File: src/hw/rtl/assert_macros.svh
// Assertion helper macros
`ifndef ASSERT_MACROS_SVH
`define ASSERT_MACROS_SVH
`define CHK_IMPL(label, clk, rst_n, a, c) \
    label: assert property (@(posedge clk) disable iff (!rst_n) (a) |-> (c)) \
        else $error("check failed");
`define CHK_NEXT(label, clk, rst_n, a, c) \
    label: assert property (@(posedge clk) disable iff (!rst_n) (a) |=> (c)) \
        else $error("check failed");
`endif

File: src/hw/rtl/rels_pkg.sv
// ----------------------------------------------------------------------------
// rels_pkg
// Shared types and constants of the event log suppressor.
// ----------------------------------------------------------------------------
`default_nettype none
package rels_pkg;
    localparam int TABLE_DEPTH = 32;
    localparam int IDX_W = (TABLE_DEPTH > 1) ? $clog2(TABLE_DEPTH) : 1;
    localparam int CNT_W = $clog2(TABLE_DEPTH + 1);
    localparam logic [31:0] COUNT_CEASED = 32'hFFFF_FFFF;
    localparam logic [31:0] COUNT_MAX = 32'hFFFF_FFFE;
    localparam logic [9:0] SCAN_INTERVAL_RST = 10'd600;
    localparam logic [3:0] IDLE_LIMIT_RST = 4'd6;
    localparam logic [3:0] IDLE_SAT = 4'hF;
    localparam logic [0:0] CFG_SCAN_INTERVAL = 1'b0;
    localparam logic [0:0] CFG_IDLE_LIMIT = 1'b1;

    typedef struct packed {
        logic [7:0] port;
        logic [7:0] err_code;
        logic [15:0] volume_id;
        logic [31:0] name_high;
        logic [31:0] name_low;
        logic [15:0] target_id;
    } key_t;

    // controller -> datapath
    typedef struct packed {
        logic load;       // capture input word
        logic look;       // compare current slot
        logic scan;       // process current slot in scan
        logic idx_clr;
        logic idx_inc;
        logic emit_miss;  // emit allocation/full message
        logic tick_bump;
        logic tick_clr;
    } cmd_t;

    // datapath -> controller
    typedef struct packed {
        logic is_tick;
        logic scan_due;
        logic hit;
        logic idx_last;
    } sts_t;
endpackage
`default_nettype wire

File: src/hw/rtl/rels_ctrl.sv
// ----------------------------------------------------------------------------
// rels_ctrl
// Sequencer: lookup walk for events, slot walk for scans.
// ----------------------------------------------------------------------------
`default_nettype none
`include "assert_macros.svh"
module rels_ctrl (
    input  wire logic clk,
    input  wire logic rst_n,
    input  wire logic start,
    output logic busy,
    output rels_pkg::cmd_t cmd,
    input  wire rels_pkg::sts_t sts
);
    import rels_pkg::*;

    typedef enum logic [4:0] {
        S_IDLE = 5'b00001,
        S_DEC  = 5'b00010,
        S_LOOK = 5'b00100,
        S_SCAN = 5'b01000,
        S_DONE = 5'b10000
    } state_t;

    state_t state_reg, state_next;

    assign busy = state_reg != S_IDLE;

    always_comb
    begin
        state_next = state_reg;
        cmd = '0;
        case (state_reg)
            S_IDLE:
            begin
                cmd.load = start;
                cmd.idx_clr = 1'b1;
                if (start)
                    state_next = S_DEC;
            end
            S_DEC:
            begin
                if (!sts.is_tick)
                    state_next = S_LOOK;
                else if (sts.scan_due)
                begin
                    cmd.tick_clr = 1'b1;
                    state_next = S_SCAN;
                end
                else
                begin
                    cmd.tick_bump = 1'b1;
                    state_next = S_DONE;
                end
            end
            S_LOOK:
            begin
                cmd.look = 1'b1;
                if (sts.hit)
                    state_next = S_DONE;
                else if (sts.idx_last)
                begin
                    cmd.emit_miss = 1'b1;
                    state_next = S_DONE;
                end
                else
                    cmd.idx_inc = 1'b1;
            end
            S_SCAN:
            begin
                cmd.scan = 1'b1;
                cmd.idx_inc = 1'b1;
                if (sts.idx_last)
                    state_next = S_DONE;
            end
            S_DONE: state_next = S_IDLE;
            default: state_next = S_IDLE;
        endcase
    end

    always_ff @(posedge clk or negedge rst_n)
    begin
        if (!rst_n)
            state_reg <= S_IDLE;
        else
            state_reg <= state_next;
    end

    `CHK_IMPL(a_look_busy, clk, rst_n, cmd.look || cmd.scan, busy)
    `CHK_NEXT(a_start, clk, rst_n, start && !busy, state_reg == S_DEC)
    `CHK_NEXT(a_done, clk, rst_n, state_reg == S_DONE, !busy)
endmodule
`default_nettype wire

File: config.mk
export PLATFORM = sky130hd
export DESIGN_NAME = rels_ctrl
export DESIGN_NICKNAME = d
export VERILOG_FILES = /design/src/hw/rtl/rels_pkg.sv /design/src/hw/rtl/rels_ctrl.sv
export VERILOG_INCLUDE_DIRS = /design/src /design/src/hw/rtl
export SDC_FILE = /design/constraint.sdc
export NUM_CORES = 1
export LEC_CHECK = 0
export ABC_AREA = 1
export BUFFER_PORTS_ARGS = -buffer_cell sky130_fd_sc_hd__buf_2
export CAP_MARGIN = 10
export CORE_AREA = 2 2 39 41
export CTS_BUF_LIST = sky130_fd_sc_hd__clkbuf_16
export DETAILED_ROUTE_END_ITERATION = 12
export DIE_AREA = 0 0 41 43
export PLACE_DENSITY = 0.55
export SLEW_MARGIN = 20
export SYNTH_ARGS = -nofsm -noshare
export SYNTH_HDL_FRONTEND = slang
export SYNTH_SLANG_ARGS = --single-unit
File: constraint.sdc
create_clock -name clk -period 1.3 [get_ports clk]
set_input_delay 0.065 -clock clk [delete_from_list [all_inputs] [get_ports clk]]
set_output_delay 0.065 -clock clk [all_outputs]
set_load 0.02 [all_outputs]
---- Word level (Yosys, flattened, before mapping) ----
Index checks and enable logic that the tools add are counted.
storage, ports and cells
  bits in registers ....................... 5
  bits in latches ......................... 0
  bits in writable memories ............... 0
  memory bits (read-only) ................. 0
  input port bits ......................... 7
  output and inout bits ................... 9
  word-level logic and storage cells ...... 26
  memories ................................ 0
operators by class
  add/sub/neg operators ................... 0
  multiply operators ...................... 0
  divide/modulo/power cells ............... 0
  order comparisons ....................... 0
  eq/ne operators ......................... 6
  shifts and indexed selects .............. 0
  mux-type cells .......................... 19
  bitwise gates (word level) .............. 0
  reduce and logical (&&, ||, !) cells .... 0
operators with widths
  kind                                                                      number
  5-bit 2-to-1 mux                                                          5
  5-bit one-hot mux with 4 select lines                                     1
  1-bit 2-to-1 mux                                                          9
  2-bit 2-to-1 mux                                                          3
  5-bit by 1-bit equality test with 1-bit output (second input constant)    1
  5-bit by 2-bit equality test with 1-bit output (second input constant)    1
  5-bit by 3-bit equality test with 1-bit output (second input constant)    1
  5-bit by 4-bit equality test with 1-bit output (second input constant)    1
  5-bit by 1-bit inequality test with 1-bit output (second input constant)  1
  2-bit inequality test (second input constant)                             1
  1-bit one-hot mux with 2 select lines                                     1

---- Longest topological paths before layout ----
Gate-level depths: netlist (run 1).
  depth in word-level cells ............... 3
  mapped depth ............................ 6
  mapped depth without buffers ............ 6

---- Worst setup path before layout (run 1) ----
No wires, ideal clock.
  path kind ............................... flip-flop to output port
  start point ............................. register state_reg[0]
  end point ............................... output port cmd[7] (netlist bit)
  arrival ................................. 1,160 ps
  data required time ...................... 1,235 ps
  slack ................................... 75 ps
  stages on the path, launching flop included .. 5
  buffers on the path ..................... 0
  cell sequence ........................... dfstp_2 -> inv_2 -> nor2_1 -> nand2_2 -> nor2_1
RTL lines
  what                      RTL line         source
  start: declaration        rels_ctrl.sv:25  state_t state_reg, state_next;
  start signal: assignment  rels_ctrl.sv:86  state_reg <= state_next;
  end: declaration          rels_ctrl.sv:12  output rels_pkg::cmd_t cmd,

==> flow_summary.toml, run 1 <==
[floorplanning]
chipWidth_um = 41
rows = 14
num_io_pins = 16
coreArea_um2 = 1384
die_y_um = 43
dieArea_um2 = 1763
initial_utilization = 0.2459

[timing]
worst_pin_slew_ns = 0.2302
timing.final.crit_period_ns = 1.326
setup-violations-final = 3
hold_viol_final = 0
slew_headroom = 0.8464
worst_slack_ns = -0.02624
fmax_ghz = 0.7540
setup_tns_ns = -0.05570
grt_setup_unrepaired = "true"
fin_skew_ns = 0.001632
hold_slack_ns = 0.1004
period_share = 1.020
slew_viol_final = 0

[setup_path]
cp-start-kind = "flop"
critPathMaxFanout = 5
crit_required_ns = 1.24
critPathArrivalTime_ns = 1.26
critPathCaptureType = "output port"
crit_type = "flop to output port"

[yosys]
synth_edf_count = 0
synth_area_leaders = "dfrtp_1 (29%), inv_1 (12%), nand2_1 (11%)"
synth_top_cell_by_area = "dfrtp_1"
yosysSeqAreaShare = 0.3713
synth_top_area_share = 0.2941
syn_area_um2 = 340.3
async_reset_ff_frac = 1.000
yosysMostFrequentCell = "inv_1"
yosysWarningCount = 0
synth-seq-cells = 5
netlist_instances = 51
syn-num-nets = 58
synth_common_cells = "inv_1 (11), nand2_1 (10), nor2_1 (8), nand3_1 (6), dfrtp_1 (4)"
avgSynthCellArea_um2 = 6.673
synthFlopType = "dfrtp_1"
ys_types = 12

[placed_design]
portBuffers = 15
hpwl_um = 599.1
place_congestion = 0.7058

[route]
ant_nets = 0
routed-via-count = 406
via_per_inst = 4.274
wl_per_cell_um = 9.695
dr.pass1.iters = 3
drt-total-wl_um = 921
first_iter_violations = 2
drc = 0

[cells_and_area]
drive_gt1_frac = 0.5570
fin_nets = 87
fin_util = 0.4684
n_antenna_cell = 0
largest_register_ffs = 5
syn_to_final_growth_pct = 90.44
n_fill_cell = 143

[outcome]
status = "complete, but fails checks"
violations = "negative setup slack"

[clocking]
clk-insertion-delay-late_ns = 0.23
clkSlewWorstSetupHoldPaths_ns = 0.03
clock_path_buffers = 2
htreeDepth = 1
cts_buffers = 3
numClockSinks = 5
cts_tree = "yes"
cts_root_buffer = "clkbuf_16"

[run]
max-cap-violations = 0

[worst_hold_path]
worstHoldPathType = "primary input to flop"

[pwr]
ir_worst_vdd_mv = 1.298
p_per_area_nw_per_um2 = 2133
p_leak_nw = 0.3861

[grt]
grt_max_degree = 8
antenna_found_initial = 0
grt_usage = 0.1300
grt.busiest_layer = "met2"
grt_pass1_wl_um = 1476
overflow = 0
gr-usage-met2 = 0.1906
use_met1 = 0.1433
met3_usage = 0.03141
grt_pass1_vias = 381
stage by stage:
step | instance area [um2] | total power, mW | std cells | worst slack (ns)
after floorplan | 340.3 | 0.5548 | 51 | 0.07517
after global placement | 435.4 | 0.6672 | 82 | 0.1551
after detailed placement | 435.4 | 0.6661 | 82 | 0.1727
after CTS | 581.8 | 1.248 | 90 | -0.02872
after global routing | 648.1 | 1.464 | 95 | -0.09038
final | 648.1 | 1.382 | 95 | -0.02624
report_power, final:
group / total (mW) / switching (mW) / leakage, nW / internal, mW
sequential: 0.244 / 0.0361 / 0.0651 / 0.208
clock: 0.496 / 0.0979 / 0.0423 / 0.398
combinational: 0.642 / 0.363 / 0.279 / 0.279
total: 1.38 / 0.497 / 0.386 / 0.885
final timing paths:
check	startpoint	cells after the start	slack, ns	end
max	state_reg[2]	6	-0.03	cmd[0]
min	start	4	0.10	state_reg[0]
max reg2reg	state_reg[0]	7	0.16	state_reg[0]
min reg2reg	state_reg[2]	3	0.60	state_reg[3]
max in group asynchronous	rst_n	2	0.91	state_reg[0]
min in group asynchronous	rst_n	2	0.18	state_reg[1]
what timing repair did:
action	in CTS	in global routing
setup buffers	3	5
pin swaps	5	5
hold buffers	1	0
endpoints found under the hold margin	5	0
gates resized for setup	14	10
endpoints found under the setup margin	6	9
metal layers:
layer,routed length (um),vias up
met5,0,-
met4,13,0
met3,27,2
met2,521,8
met1,358,183
li1,-,213
area by class of cell:
type	instances	area, um2	share of cell area
multi-input cells	33	192.7	0.2973
repair buffers	24	181.4	0.2799
flip-flops and latches	5	126.4	0.1950
clock buffers	3	75.07	0.1158
inverters	13	48.80	0.07529
well taps	16	20.02	0.03089
clock inverters	1	3.754	0.005792
kinds of logic (layout without fill, tap and decap cells):
family | count (synthesis) | after routing | synth area share
buffers and inverters | 13 | 41 | 0.1434
AOI/OAI and AO/OA | 2 | 2 | 0.02941
DFF | 5 | 5 | 0.3713
and+or+nand+nor | 31 | 31 | 0.4559
critical path, cell delays in order, from the launching register on:
cell	delay [ns]
dfrtp_1	0.38
inv_2	0.08
nand2_2	0.07
nor2_4	0.15
nand4_1	0.14
inv_1	0.10
buf_6	0.12
cell usage in the layout, fill, tap and decap left out:
cell and count:
inv_2 5, nand2_1 7, dfrtp_1 4, buf_2 8, dlygate4sd3_1 1, nor2_2 3, nor2_1 4, nand3_1 5
clkbuf_16 3, buf_6 5, o21ai_0 2, inv_1 9, nand2_2 4, buf_4 10, nand4_1 3, dfstp_2 1
nand3_2 1, nor2_4 3, nor3_2 1
Power figures use the tool's default switching activity.
==> run 2, diff against run 1 <==
PLACE_DENSITY = 0.57   (was 0.55)
==> flow_summary.toml, run 2 (synthesized netlist as in run 1, its figures left out) <==
[outcome]
status = "complete, but fails checks"
violations = "negative setup slack"

[pwr]
clock_power_share = 0.380
seqPwrFrac = 0.183
ir_worst_vdd_mv = 1.732
switchingPower_uw = 472.0
netSwitchingFraction = 0.3609
p_leak_nw = 0.3768
p_per_area_nw_per_um2 = 2133
comb_power_share = 0.437
power.internal_uw = 835.9

[setup_path]
reg2reg_slack_ns = 0.10
critPathArrivalTime_ns = 1.28
cpPeakStageDelay_ns = 0.40
cp-start-kind = "flop"
cpMaxStageDelayCell = "dfrtp_1"
crit_type = "flop to output port"
critPathCaptureType = "output port"
crit_required_ns = 1.24
rr_worst_depth = 5
worstPathCellList = "nor2_2 > nand4_1 > nand2_1 > buf_6"
critPathMaxFanout = 4
rr_endpoint = "state_reg[2]"
critPathCapture = "cmd[3]"
startpoint = "state_reg[3]"
reg2reg_from = "state_reg[3]"

[run]
max-cap-violations = 0

[clocking]
clock_path_buffers = 2
numClockSinks = 5
clkSlewWorstSetupHoldPaths_ns = 0.03
cts_buffers = 3
htreeDepth = 1
clk-insertion-delay-late_ns = 0.23
cts_tree = "yes"
cts_root_buffer = "clkbuf_16"

[route]
routed-via-count = 432
ant_nets = 0
via_per_inst = 4.645
drc = 0
wl_per_cell_um = 10.25
dr.pass1.iters = 4
drt-total-wl_um = 953
first_iter_violations = 15

[timing]
period_share = 1.034
hold_viol_final = 0
worst_pin_slew_ns = 0.2443
setup-violations-final = 4
fmax_ghz = 0.7436
timing.final.crit_period_ns = 1.345
grt_setup_unrepaired = "true"
worst_slack_ns = -0.04472
slew_viol_final = 0
slew_headroom = 0.8365
fin_skew_ns = 0.001573
hold_slack_ns = 0.1050

[floorplanning]
dieArea_um2 = 1763
rows = 14
chipWidth_um = 41
initial_utilization = 0.2459
num_io_pins = 16
die_y_um = 43
coreArea_um2 = 1384

[cells_and_area]
n_antenna_cell = 0
stdcell_count = 93
drive_gt1_frac = 0.5195
layout_common_cells = "inv_1 (10), buf_2 (9), buf_4 (9)"
final_common_cell = "inv_1"
largest_register_ffs = 5
fin_nets = 85
syn_to_final_growth_pct = 80.15

[placed_design]
place_congestion = 0.8041
place_inst = 82
portBuffers = 15
hpwl_um = 595.5
place_ws_ns = 0.1712

[grt]
grt_usage = 0.1395
grt_pass1_wl_um = 1573
antenna_found_initial = 0
overflow = 0
grt_max_degree = 7
grt_pass1_vias = 401

[worst_hold_path]
worstHoldPathType = "primary input to flop"
==> run 2: power by group through the flow <==
stage | clock (mW) | sequential, mW | combinational (mW)
floorplan | 0 | 0.234 | 0.321
global placement | 0 | 0.238 | 0.430
detailed placement | 0 | 0.239 | 0.435
CTS | 0.502 | 0.239 | 0.535
global route | 0.515 | 0.245 | 0.631
finish | 0.496 | 0.240 | 0.572
==> run 2: how the worst min path moves through the flow <==
stage	from	end	slack, ns	cells after the start
2_1_floorplan	rst_n	state_reg[1]	-0.23	0
3_3_place_gp	rst_n	state_reg[3]	-0.11	1
3_5_place_dp	rst_n	state_reg[2]	-0.12	1
4_1_cts	start	state_reg[0]	0.09	4
5_1_grt	start	state_reg[1]	0.13	3
6_report	start	state_reg[1]	0.10	3
==> run 2: what timing repair did <==
action,4_1_cts,5_1_grt
gates resized for setup,13,5
setup endpoints to repair,6,10
setup buffers,7,0
pin swaps,5,3
hold buffers,1,0
hold endpoints to repair,5,0
==> run 2: per-stage QoR <==
stage,setup TNS [ns],util,power (mW),instance area (um2)
6_report,-0.09527,0.4430,1.308,613.1
5_1_grt,-0.5758,0.4430,1.391,613.1
4_1_cts,-0.04832,0.4385,1.277,606.8
3_5_place_dp,0,0.3146,0.6736,435.4
3_3_place_gp,0,0.3146,0.6679,435.4
2_1_floorplan,0,-,0.5548,340.3
==> run 2: worst max-delay path, delay by kind of cell, from the launching register on <==
family | cells | cell delay (ns)
simple gates | 3 | 0.52
buf+inv | 1 | 0.12
flops | 1 | 0.40
==> run 2: final cells by class <==
| class | instances | area [um2] |
|---|---|---|
| clock buffer | 3 | 75.07 |
| multi-input combinational | 33 | 182.7 |
| fill | 144 | 770.7 |
| clock inverter | 1 | 3.754 |
| inverter | 13 | 48.80 |
| timing repair buffer | 22 | 156.4 |
| sequential | 5 | 126.4 |
| tap | 16 | 20.02 |
==> run 2: routing by layer <==
layer | share of wire | wire, um | global-route usage | up-vias
li1 | - | - | - | 210
met1 | 0.35 | 336 | 0.1349 | 199
met2 | 0.54 | 518 | 0.2281 | 18
met3 | 0.062 | 59 | 0.03141 | 5
met4 | 0.040 | 38 | 0.1200 | 0
met5 | 0 | 0 | 0 | -
